==> src/rtl/tse_pkg.sv <==
`timescale 1ns / 1ps

package tse_pkg;

    // parse phases
    localparam logic [4:0] PH_ETH      = 5'd0;
    localparam logic [4:0] PH_IP       = 5'd1;
    localparam logic [4:0] PH_TCP      = 5'd2;
    localparam logic [4:0] PH_REC      = 5'd3;
    localparam logic [4:0] PH_HS       = 5'd4;
    localparam logic [4:0] PH_SID_LEN  = 5'd5;
    localparam logic [4:0] PH_SID      = 5'd6;
    localparam logic [4:0] PH_CS_LEN   = 5'd7;
    localparam logic [4:0] PH_CS       = 5'd8;
    localparam logic [4:0] PH_CM_LEN   = 5'd9;
    localparam logic [4:0] PH_CM       = 5'd10;
    localparam logic [4:0] PH_EXTS_LEN = 5'd11;
    localparam logic [4:0] PH_EXT_TYPE = 5'd12;
    localparam logic [4:0] PH_EXT_LEN  = 5'd13;
    localparam logic [4:0] PH_SNI_HDR  = 5'd14;
    localparam logic [4:0] PH_NAME     = 5'd15;
    localparam logic [4:0] PH_DONE     = 5'd16;

    // status codes
    localparam logic [3:0] ST_FOUND         = 4'd0;
    localparam logic [3:0] ST_NOT_IPV4      = 4'd1;
    localparam logic [3:0] ST_NOT_TCP       = 4'd2;
    localparam logic [3:0] ST_OTHER_PORT    = 4'd3;
    localparam logic [3:0] ST_NOT_HANDSHAKE = 4'd4;
    localparam logic [3:0] ST_NOT_CLIENT_HI = 4'd5;
    localparam logic [3:0] ST_NO_EXTENSIONS = 4'd6;
    localparam logic [3:0] ST_NOT_SNI       = 4'd7;
    localparam logic [3:0] ST_TRUNCATED     = 4'd8;

    localparam logic [15:0] ETHERTYPE_IPV4  = 16'h0800;
    localparam logic [15:0] DEFAULT_PORT    = 16'd443;
    localparam logic [7:0]  REC_HANDSHAKE   = 8'h16;
    localparam logic [7:0]  PROTO_TCP       = 8'd6;
    localparam logic [7:0]  HS_CLIENT_HELLO = 8'd1;
    localparam logic [15:0] EXT_SERVER_NAME = 16'd0;
    localparam logic [5:0]  MIN_HDR_LEN     = 6'd20;

    typedef struct packed {
        logic [3:0] status;
        logic       packet_done;
        logic       name_last;
        logic [7:0] name_byte;
        logic       name_valid;
    } tse_result_t;

endpackage

==> src/rtl/tse_parser.sv <==
`timescale 1ns / 1ps

module tse_parser
    import tse_pkg::*;
#(
    parameter int OFFSET_BITS = 16
)
(
    input  logic        clk,
    input  logic        rst_n,
    input  logic        step,
    input  logic [7:0]  data_byte,
    input  logic        end_of_packet,
    input  logic [15:0] tls_port,
    output logic        result_valid,
    output tse_result_t result
);

    localparam logic [OFFSET_BITS-1:0] OFFSET_MAX = {OFFSET_BITS{1'b1}};
    localparam logic [16:0] SKIP_LIMIT = 17'(2 ** OFFSET_BITS);

    logic [4:0]             phase_reg, phase_next;
    logic [OFFSET_BITS-1:0] offset_reg, offset_next;
    logic [15:0]            skip_reg, skip_next;
    logic [7:0]             high_reg, high_next;
    logic [15:0]            names_reg, names_next;
    logic [3:0]             code_reg, code_next;

    logic        moved;
    logic        emit_name;
    logic        name_last;
    logic [15:0] word;
    logic [16:0] idx_p1;
    logic [16:0] skip_ext;
    logic [5:0]  hdr_len;
    logic [15:0] skip_len;
    logic [4:0]  skip_phase;
    logic [4:0]  after_phase;
    logic        skip_go;
    logic [15:0] names_dec;
    logic [3:0]  status;

    assign word     = {high_reg, data_byte};
    assign idx_p1   = 17'(offset_reg) + 17'd1;
    assign skip_ext = {1'b0, skip_reg};
    assign names_dec = names_reg - 16'd1;

    always_comb
    begin
        phase_next  = phase_reg;
        skip_next   = skip_reg;
        high_next   = high_reg;
        names_next  = names_reg;
        code_next   = code_reg;
        moved       = 1'b0;
        emit_name   = 1'b0;
        name_last   = 1'b0;
        hdr_len     = '0;
        skip_len    = '0;
        skip_phase  = PH_DONE;
        after_phase = PH_DONE;
        skip_go     = 1'b0;
        status      = ST_FOUND;

        case (phase_reg)
            PH_ETH:
            begin
                if (offset_reg == OFFSET_BITS'(12))
                    high_next = data_byte;
                else if (offset_reg == OFFSET_BITS'(13))
                begin
                    moved = 1'b1;
                    if (word != ETHERTYPE_IPV4)
                    begin
                        code_next  = ST_NOT_IPV4;
                        phase_next = PH_DONE;
                    end
                    else
                        phase_next = PH_IP;
                end
            end
            PH_IP:
            begin
                if (offset_reg == '0)
                begin
                    hdr_len   = {data_byte[3:0], 2'b00};
                    skip_next = 16'((hdr_len < MIN_HDR_LEN) ? MIN_HDR_LEN : hdr_len);
                end
                if (offset_reg == OFFSET_BITS'(9) && data_byte != PROTO_TCP)
                begin
                    moved      = 1'b1;
                    code_next  = ST_NOT_TCP;
                    phase_next = PH_DONE;
                end
                else if (idx_p1 >= skip_ext && offset_reg >= OFFSET_BITS'(19))
                begin
                    moved      = 1'b1;
                    phase_next = PH_TCP;
                end
            end
            PH_TCP:
            begin
                if (offset_reg == OFFSET_BITS'(2))
                    high_next = data_byte;
                else if (offset_reg == OFFSET_BITS'(12))
                begin
                    hdr_len   = {data_byte[7:4], 2'b00};
                    skip_next = 16'((hdr_len < MIN_HDR_LEN) ? MIN_HDR_LEN : hdr_len);
                end
                if (offset_reg == OFFSET_BITS'(3) && word != tls_port)
                begin
                    moved      = 1'b1;
                    code_next  = ST_OTHER_PORT;
                    phase_next = PH_DONE;
                end
                else if (offset_reg >= OFFSET_BITS'(19) && idx_p1 >= skip_ext)
                begin
                    moved      = 1'b1;
                    phase_next = PH_REC;
                end
            end
            PH_REC:
            begin
                if (offset_reg == '0 && data_byte != REC_HANDSHAKE)
                begin
                    moved      = 1'b1;
                    code_next  = ST_NOT_HANDSHAKE;
                    phase_next = PH_DONE;
                end
                else if (offset_reg == OFFSET_BITS'(4))
                begin
                    moved      = 1'b1;
                    phase_next = PH_HS;
                end
            end
            PH_HS:
            begin
                if (offset_reg == '0 && data_byte != HS_CLIENT_HELLO)
                begin
                    moved      = 1'b1;
                    code_next  = ST_NOT_CLIENT_HI;
                    phase_next = PH_DONE;
                end
                else if (offset_reg == OFFSET_BITS'(37))
                begin
                    moved      = 1'b1;
                    phase_next = PH_SID_LEN;
                end
            end
            PH_SID_LEN:
            begin
                skip_go     = 1'b1;
                skip_len    = {8'd0, data_byte};
                skip_phase  = PH_SID;
                after_phase = PH_CS_LEN;
            end
            PH_CS_LEN:
            begin
                if (offset_reg == '0)
                    high_next = data_byte;
                else
                begin
                    skip_go     = 1'b1;
                    skip_len    = word;
                    skip_phase  = PH_CS;
                    after_phase = PH_CM_LEN;
                end
            end
            PH_CM_LEN:
            begin
                skip_go     = 1'b1;
                skip_len    = {8'd0, data_byte};
                skip_phase  = PH_CM;
                after_phase = PH_EXTS_LEN;
            end
            PH_SID:
            begin
                if (idx_p1 >= skip_ext)
                begin
                    moved      = 1'b1;
                    phase_next = PH_CS_LEN;
                end
            end
            PH_CS:
            begin
                if (idx_p1 >= skip_ext)
                begin
                    moved      = 1'b1;
                    phase_next = PH_CM_LEN;
                end
            end
            PH_CM:
            begin
                if (idx_p1 >= skip_ext)
                begin
                    moved      = 1'b1;
                    phase_next = PH_EXTS_LEN;
                end
            end
            PH_EXTS_LEN:
            begin
                if (offset_reg == '0)
                    high_next = data_byte;
                else
                begin
                    moved = 1'b1;
                    if (word == 16'd0)
                    begin
                        code_next  = ST_NO_EXTENSIONS;
                        phase_next = PH_DONE;
                    end
                    else
                        phase_next = PH_EXT_TYPE;
                end
            end
            PH_EXT_TYPE:
            begin
                if (offset_reg == '0)
                    high_next = data_byte;
                else
                begin
                    moved = 1'b1;
                    if (word != EXT_SERVER_NAME)
                    begin
                        code_next  = ST_NOT_SNI;
                        phase_next = PH_DONE;
                    end
                    else
                        phase_next = PH_EXT_LEN;
                end
            end
            PH_EXT_LEN:
            begin
                if (offset_reg == OFFSET_BITS'(1))
                begin
                    moved      = 1'b1;
                    phase_next = PH_SNI_HDR;
                end
            end
            PH_SNI_HDR:
            begin
                if (offset_reg == OFFSET_BITS'(3))
                    high_next = data_byte;
                else if (offset_reg == OFFSET_BITS'(4))
                begin
                    moved      = 1'b1;
                    names_next = word;
                    if (word == 16'd0)
                    begin
                        code_next  = ST_FOUND;
                        phase_next = PH_DONE;
                    end
                    else
                        phase_next = PH_NAME;
                end
            end
            PH_NAME:
            begin
                emit_name  = 1'b1;
                names_next = names_dec;
                if (names_dec == 16'd0)
                begin
                    name_last  = 1'b1;
                    moved      = 1'b1;
                    code_next  = ST_FOUND;
                    phase_next = PH_DONE;
                end
            end
            default:
                phase_next = PH_DONE;
        endcase

        // start of a counted region: empty goes straight on, overlong cannot be counted
        if (skip_go)
        begin
            moved = 1'b1;
            if (skip_len == 16'd0)
                phase_next = after_phase;
            else if ({1'b0, skip_len} > SKIP_LIMIT)
            begin
                code_next  = ST_TRUNCATED;
                phase_next = PH_DONE;
            end
            else
            begin
                skip_next  = skip_len;
                phase_next = skip_phase;
            end
        end

        if (moved)
            offset_next = '0;
        else if (offset_reg < OFFSET_MAX)
            offset_next = offset_reg + OFFSET_BITS'(1);
        else
            offset_next = offset_reg;

        if (end_of_packet)
        begin
            status      = (phase_next == PH_DONE) ? code_next : ST_TRUNCATED;
            phase_next  = PH_ETH;
            offset_next = '0;
            skip_next   = '0;
            high_next   = '0;
            names_next  = '0;
            code_next   = ST_FOUND;
        end
    end

    always_ff @(posedge clk or negedge rst_n)
    begin
        if (!rst_n)
        begin
            phase_reg  <= PH_ETH;
            offset_reg <= '0;
            skip_reg   <= '0;
            high_reg   <= '0;
            names_reg  <= '0;
            code_reg   <= ST_FOUND;
        end
        else if (step)
        begin
            phase_reg  <= phase_next;
            offset_reg <= offset_next;
            skip_reg   <= skip_next;
            high_reg   <= high_next;
            names_reg  <= names_next;
            code_reg   <= code_next;
        end
    end

    assign result_valid       = step && (emit_name || end_of_packet);
    assign result.name_valid  = emit_name;
    assign result.name_byte   = emit_name ? data_byte : 8'd0;
    assign result.name_last   = name_last;
    assign result.packet_done = end_of_packet;
    assign result.status      = end_of_packet ? status : ST_FOUND;

endmodule

==> src/rtl/tls_sni_extractor_unit.sv <==
`timescale 1ns / 1ps

// TLS server name extractor.
// Slave stream: one frame byte per request in s_tdata, s_tlast on the final
// byte. Master stream: a result for each server name byte and one closing
// each frame (m_tlast), carrying the status code.
// APB port: one register, tls_port at address 0 (reset 443), to be written by the user
// only while no frame is in flight; the block itself does not enforce this.
// Throughput: one byte per cycle while s_tready is high. Each byte is parsed in the
// cycle it is accepted by the phase/offset logic in tse_parser; its result
// is registered in the output register, or in the skid entry while that is stalled.
// A two-entry output buffer (output register plus skid) lets the input run
// on while a result waits; s_tready drops only when both entries are full,
// and a stalled receiver holds the front result steady.
// Reset returns the parser to the Ethernet header, empties the buffer and
// loads tls_port with 443.
module tls_sni_extractor_unit
    import tse_pkg::*;
#(
    parameter int OFFSET_BITS = 16
)
(
    input  logic        clk,
    input  logic        rst_n,
    input  logic        psel,
    input  logic        penable,
    input  logic        pwrite,
    input  logic [2:0]  paddr,
    input  logic [31:0] pwdata,
    output logic [31:0] prdata,
    output logic        pready,
    input  logic        s_tvalid,
    output logic        s_tready,
    input  logic [7:0]  s_tdata,   // [7:0] data_byte
    input  logic        s_tlast,   // end_of_packet
    output logic        m_tvalid,
    input  logic        m_tready,
    output logic [15:0] m_tdata,   // [0] name_valid, [8:1] name_byte, [9] name_last,
                                   // [13:10] status, [15:14] zero
    output logic        m_tlast    // packet_done
);

    localparam logic [2:0] ADDR_TLS_PORT = 3'd0;

    logic [15:0] tls_port_reg;
    logic        step;
    logic        res_valid;
    tse_result_t res;

    tse_result_t out_data_reg, skid_data_reg;
    logic        out_valid_reg, skid_valid_reg;
    logic        out_free;

    assign pready = 1'b1;
    assign prdata = (paddr == ADDR_TLS_PORT) ? {16'd0, tls_port_reg} : 32'd0;

    always_ff @(posedge clk or negedge rst_n)
    begin
        if (!rst_n)
            tls_port_reg <= DEFAULT_PORT;
        else if (psel && penable && pwrite && pready && paddr == ADDR_TLS_PORT)
            tls_port_reg <= pwdata[15:0];
    end

    assign s_tready = !skid_valid_reg;
    assign step     = s_tvalid && s_tready;

    tse_parser #(
        .OFFSET_BITS(OFFSET_BITS)
    ) u_parser (
        .clk          (clk),
        .rst_n        (rst_n),
        .step         (step),
        .data_byte    (s_tdata),
        .end_of_packet(s_tlast),
        .tls_port     (tls_port_reg),
        .result_valid (res_valid),
        .result       (res)
    );

    assign out_free = !out_valid_reg || m_tready;

    always_ff @(posedge clk or negedge rst_n)
    begin
        if (!rst_n)
        begin
            out_valid_reg  <= 1'b0;
            skid_valid_reg <= 1'b0;
        end
        else if (out_free)
        begin
            if (skid_valid_reg)
            begin
                out_valid_reg  <= 1'b1;
                skid_valid_reg <= 1'b0;
            end
            else
                out_valid_reg <= res_valid;
        end
        else if (res_valid)
            skid_valid_reg <= 1'b1;
    end

    always_ff @(posedge clk)
    begin
        if (out_free)
            out_data_reg <= skid_valid_reg ? skid_data_reg : res;
        else if (res_valid)
            skid_data_reg <= res;
    end

    assign m_tvalid = out_valid_reg;
    assign m_tdata  = {2'b00, out_data_reg.status, out_data_reg.name_last,
                       out_data_reg.name_byte, out_data_reg.name_valid};
    assign m_tlast  = out_data_reg.packet_done;

endmodule

==> config.mk <==
export PLATFORM = sky130hd
export DESIGN_NAME = tls_sni_extractor_unit
export DESIGN_NICKNAME = d
export VERILOG_FILES = /design/src/rtl/tse_pkg.sv /design/src/rtl/tse_parser.sv /design/src/rtl/tls_sni_extractor_unit.sv
export SDC_FILE = /design/constraint.sdc
export NUM_CORES = 1
export LEC_CHECK = 0
export ABC_CLOCK_PERIOD_IN_PS = 6200
export BUFFER_PORTS_ARGS = -buffer_cell sky130_fd_sc_hd__clkbuf_2
export CAP_MARGIN = 20
export CORE_AREA = 5 5 124 126
export CTS_BUF_LIST = sky130_fd_sc_hd__clkbuf_8
export DETAILED_ROUTE_END_ITERATION = 10
export DIE_AREA = 0 0 129 131
export PLACE_DENSITY = 0.73
export SLEW_MARGIN = 20
export SYNTH_ARGS = -nofsm -noshare
export SYNTH_HDL_FRONTEND = slang
export SYNTH_SLANG_ARGS = --single-unit
==> constraint.sdc <==
create_clock -name clk -period 6.2 [get_ports clk]
set_clock_uncertainty 0.2 [all_clocks]
set_input_delay 1.24 -clock clk [delete_from_list [all_inputs] [get_ports clk]]
set_output_delay 1.24 -clock clk [all_outputs]
set_load 0.01 [all_outputs]
==> summary.md <==
| Metric | Value |
|---|---|
| Status | complete, no violations |
| Final hold violation count | 0 |
| DIE HEIGHT | 131 um |
| Slew Limit Fails | 0 |
| Place WS | 1180 ps |
| Largest family of logic cells by synthesized area | simple AND/OR/NAND/NOR gates |
| Initial Util | 53.81% |
| Synth Area in Adders | 3.601% |
| Rows | 44 |
| Post-DP HPWL | 14910 um |
| Layout cells sized above 1 | 17.94% |
| Total power | 2020 uW |
| Later-pin clock latency in the skew report | 450 ps |
| Vias per cell | 6.196 |
| HP Class | reg2reg |
| Lkg Pwr | 0.003694 uW |
| Max cap viols | 0 |
| Worst vdd ir | 0.1893 mV |
| Period utilization | 83.23% |
| Hold_sp | u_parser.code_reg[3] |
| Hold buffers post-CTS | 0 |
| EDFF count, synth | 30 |
| Xor/xnor cell area share of the yosys netlist | 3.896% |
| RSZ-0062 raised after global routing | false |
| Worst Tran Pin Value | 899.6 ps |
| DRT Pass-1 Iters | 6 |
| Share of synthesized area spent on multiplexers | 4.960% |
| WS Path Type | reg2reg |
| First-pass GRT wire length | 33920 um |
| CP required | 6390 ps |
| Initial antenna violation count | 0 |
| Setup TNS | 0 ps |
| Syn Area/Cell | 8.888 um2 |
| Via total after detailed routing | 6803 |
| Layout Nets | 974 |
| ANT cells | 0 |
| Largest net degree at the start of global routing | 60 |
| Simple-gate share of the synthesized area | 23.34% |
| CTS tree | built |
| Gr usage total | 25.42% |
| Wire per inst | 19.25 um |
| Post-Synthesis Cells | 860 |
| Remaining Overflow, GRT | 0 |
| Cells after DPL | 1066 |
| Synth Register Bits | 113 |
| Postcts setup bufs | 0 |
| Cts repair resizes | 0 |
| Crit. End Element | flip-flop |
| Final std cells w/o fill | 1098 |
| Min cycle time layout | 5160 ps |
| Max frequency | 193.8 MHz |
| Die Span X | 129 um |
| GP Congestion | 0.9677 |
| DR DRC count | 0 |
| CP startpoint | u_parser.offset_reg[2] |
| Initial DRC Count | 607 |
| Post-Route WL | 21140 um |
| Root Driver | clkbuf_8 |
| IO Count | 103 |
| Most used DFF post-synth | dfrtp_1 |
| Clock-pin slew on the worst setup and hold paths | 80 ps |
| Synth Area in Compound Gates | 18.38% |
| Clock tree buffer depth | 2 |
| CP arrival | 5350 ps |
| Register area share after synthesis | 39.07% |
| Area added between synthesis and finish | 9.805% |
| FF-to-FF Start | u_parser.offset_reg[2] |
| Netlist cell types | 77 |
| Crit-path max FO | 11 |
| Slew HR | 40.03% |
| Mapped cell area | 7644 um2 |
| CTS buffer count | 17 |
| Synth Warn # | 0 |
| CP Launch Type | flip-flop |
| Asr flop ratio synth | 73.45% |
| Port Buffers | 67 |
| Die area | 16900 um2 |
| DRT antenna net count | 0 |
| CORE AREA | 14200 um2 |
| CTS sink count | 113 |
| CTS H-tree lvls | 4 |
| Vias in the first global route | 6458 |
| Setup Viol. Count Final | 0 |
| Final WS setup | 1040 ps |
| Pwr Density | 240.7 nW/um2 |
report_power, final:
group          internal (uW)  switching [uW]
combinational            154             242
clock                    378             335
sequential               834            78.4
cells in the final DEF, fill, tap and decap left out, types with 13 or more instances in the layout:
cell type | netlist | layout
inv_1 | 35 | 35
nand4_1 | 13 | 13
clkbuf_8 | 0 | 19
nor2_1 | 72 | 72
a21oi_1 | 50 | 50
edfxtp_1 | 30 | 30
clkbuf_2 | 0 | 66
nor2b_1 | 16 | 16
a22o_1 | 28 | 28
dfrtp_1 | 76 | 76
and3_1 | 15 | 15
nor4_1 | 18 | 18
ha_1 | 22 | 22
xor2_1 | 23 | 23
mux2_2 | 31 | 31
and2_1 | 21 | 21
conb_1 | 2 | 19
o21ai_0 | 54 | 53
o22ai_1 | 13 | 13
nor3_1 | 31 | 29
nand3_1 | 21 | 21
nand2_1 | 69 | 69
metrics by stage:
step / hold slack [ps] / area [um2] / util (%)
floorplan: 249.2 / 7707 / -
global placement: 264.1 / 7986 / 56.23
detailed placement: 271.3 / 7986 / 56.23
CTS: 288.0 / 8382 / 59.01
global route: 321.2 / 8393 / 59.09
finish: 289.4 / 8393 / 59.09
layer usage:
layer,track usage [%],up-vias,wire length (um)
li1,-,3184,-
met5,0,-,0
met4,9.821,0,595
met1,34.23,3268,9208
met3,5.447,53,1472
met2,40.37,298,9862
logic make-up (layout without fill, tap and decap cells):
| group | Yosys count | count (layout) |
|---|---|---|
| AOI/OAI and AO/OA | 214 | 214 |
| xor gates and xnor gates | 34 | 34 |
| adders and majority gates | 22 | 22 |
| buffers and inverters | 109 | 146 |
| DFF | 113 | 113 |
| muxes | 34 | 34 |
| other | 2 | 19 |
| and+or+nand+nor | 332 | 332 |
layout make-up:
| cell class | instances | area (um2) |
|---|---|---|
| fillers | 1307 | 5811 |
| multi-input cells | 655 | 4229 |
| flip-flops and latches | 113 | 2987 |
| repair buffers | 77 | 412.9 |
| clock buffers | 19 | 261.5 |
| well taps | 184 | 230.2 |
| inverters | 37 | 138.9 |
| clock inverters | 13 | 133.9 |
worst paths after layout:
check / end / slack, ps / cells past startpoint
setup reg to reg: u_parser.offset_reg[0] / 1040 / 16
min in group asynchronous: u_parser.offset_reg[14] / 490 / 1
max in group asynchronous: u_parser.names_reg[3] / 4210 / 2
hold / removal: u_parser.code_reg[3] / 290 / 1
hold reg to reg: u_parser.code_reg[3] / 290 / 1
setup / recovery: u_parser.offset_reg[0] / 1040 / 16
Yosys cell counts (15+ instances only):
cell / n / area share, %
a21oi_1: 50 / 3.3
a22o_1: 28 / 3.2
and2_1: 21 / 1.7
and3_1: 15 / 1.2
buf_4: 21 / 2.1
clkbuf_1: 42 / 2.1
dfrtp_1: 76 / 25
edfxtp_1: 30 / 12
ha_1: 22 / 3.6
inv_1: 35 / 1.7
mux2_2: 31 / 4.6
nand2_1: 69 / 3.4
nand3_1: 21 / 1.4
nor2_1: 72 / 3.5
nor2b_1: 16 / 1.3
nor3_1: 31 / 2.0
nor4_1: 18 / 1.5
o21ai_0: 54 / 3.5
xor2_1: 23 / 2.6
worst max-delay path: stages (launching register included):
cell	delay, ps
dfrtp_1	580
and2_1	290
nand2_1	70
nor3_1	320
and3_1	310
and3_1	230
nand3_1	100
xnor2_1	250
ha_1	290
nand2_1	60
o21ai_0	100
a41oi_1	230
o2111ai_1	340
a2bb2oi_1	470
nand4_4	240
o21ai_1	710
mux2_2	280
Note: power is estimated with default switching activity, not from simulation.
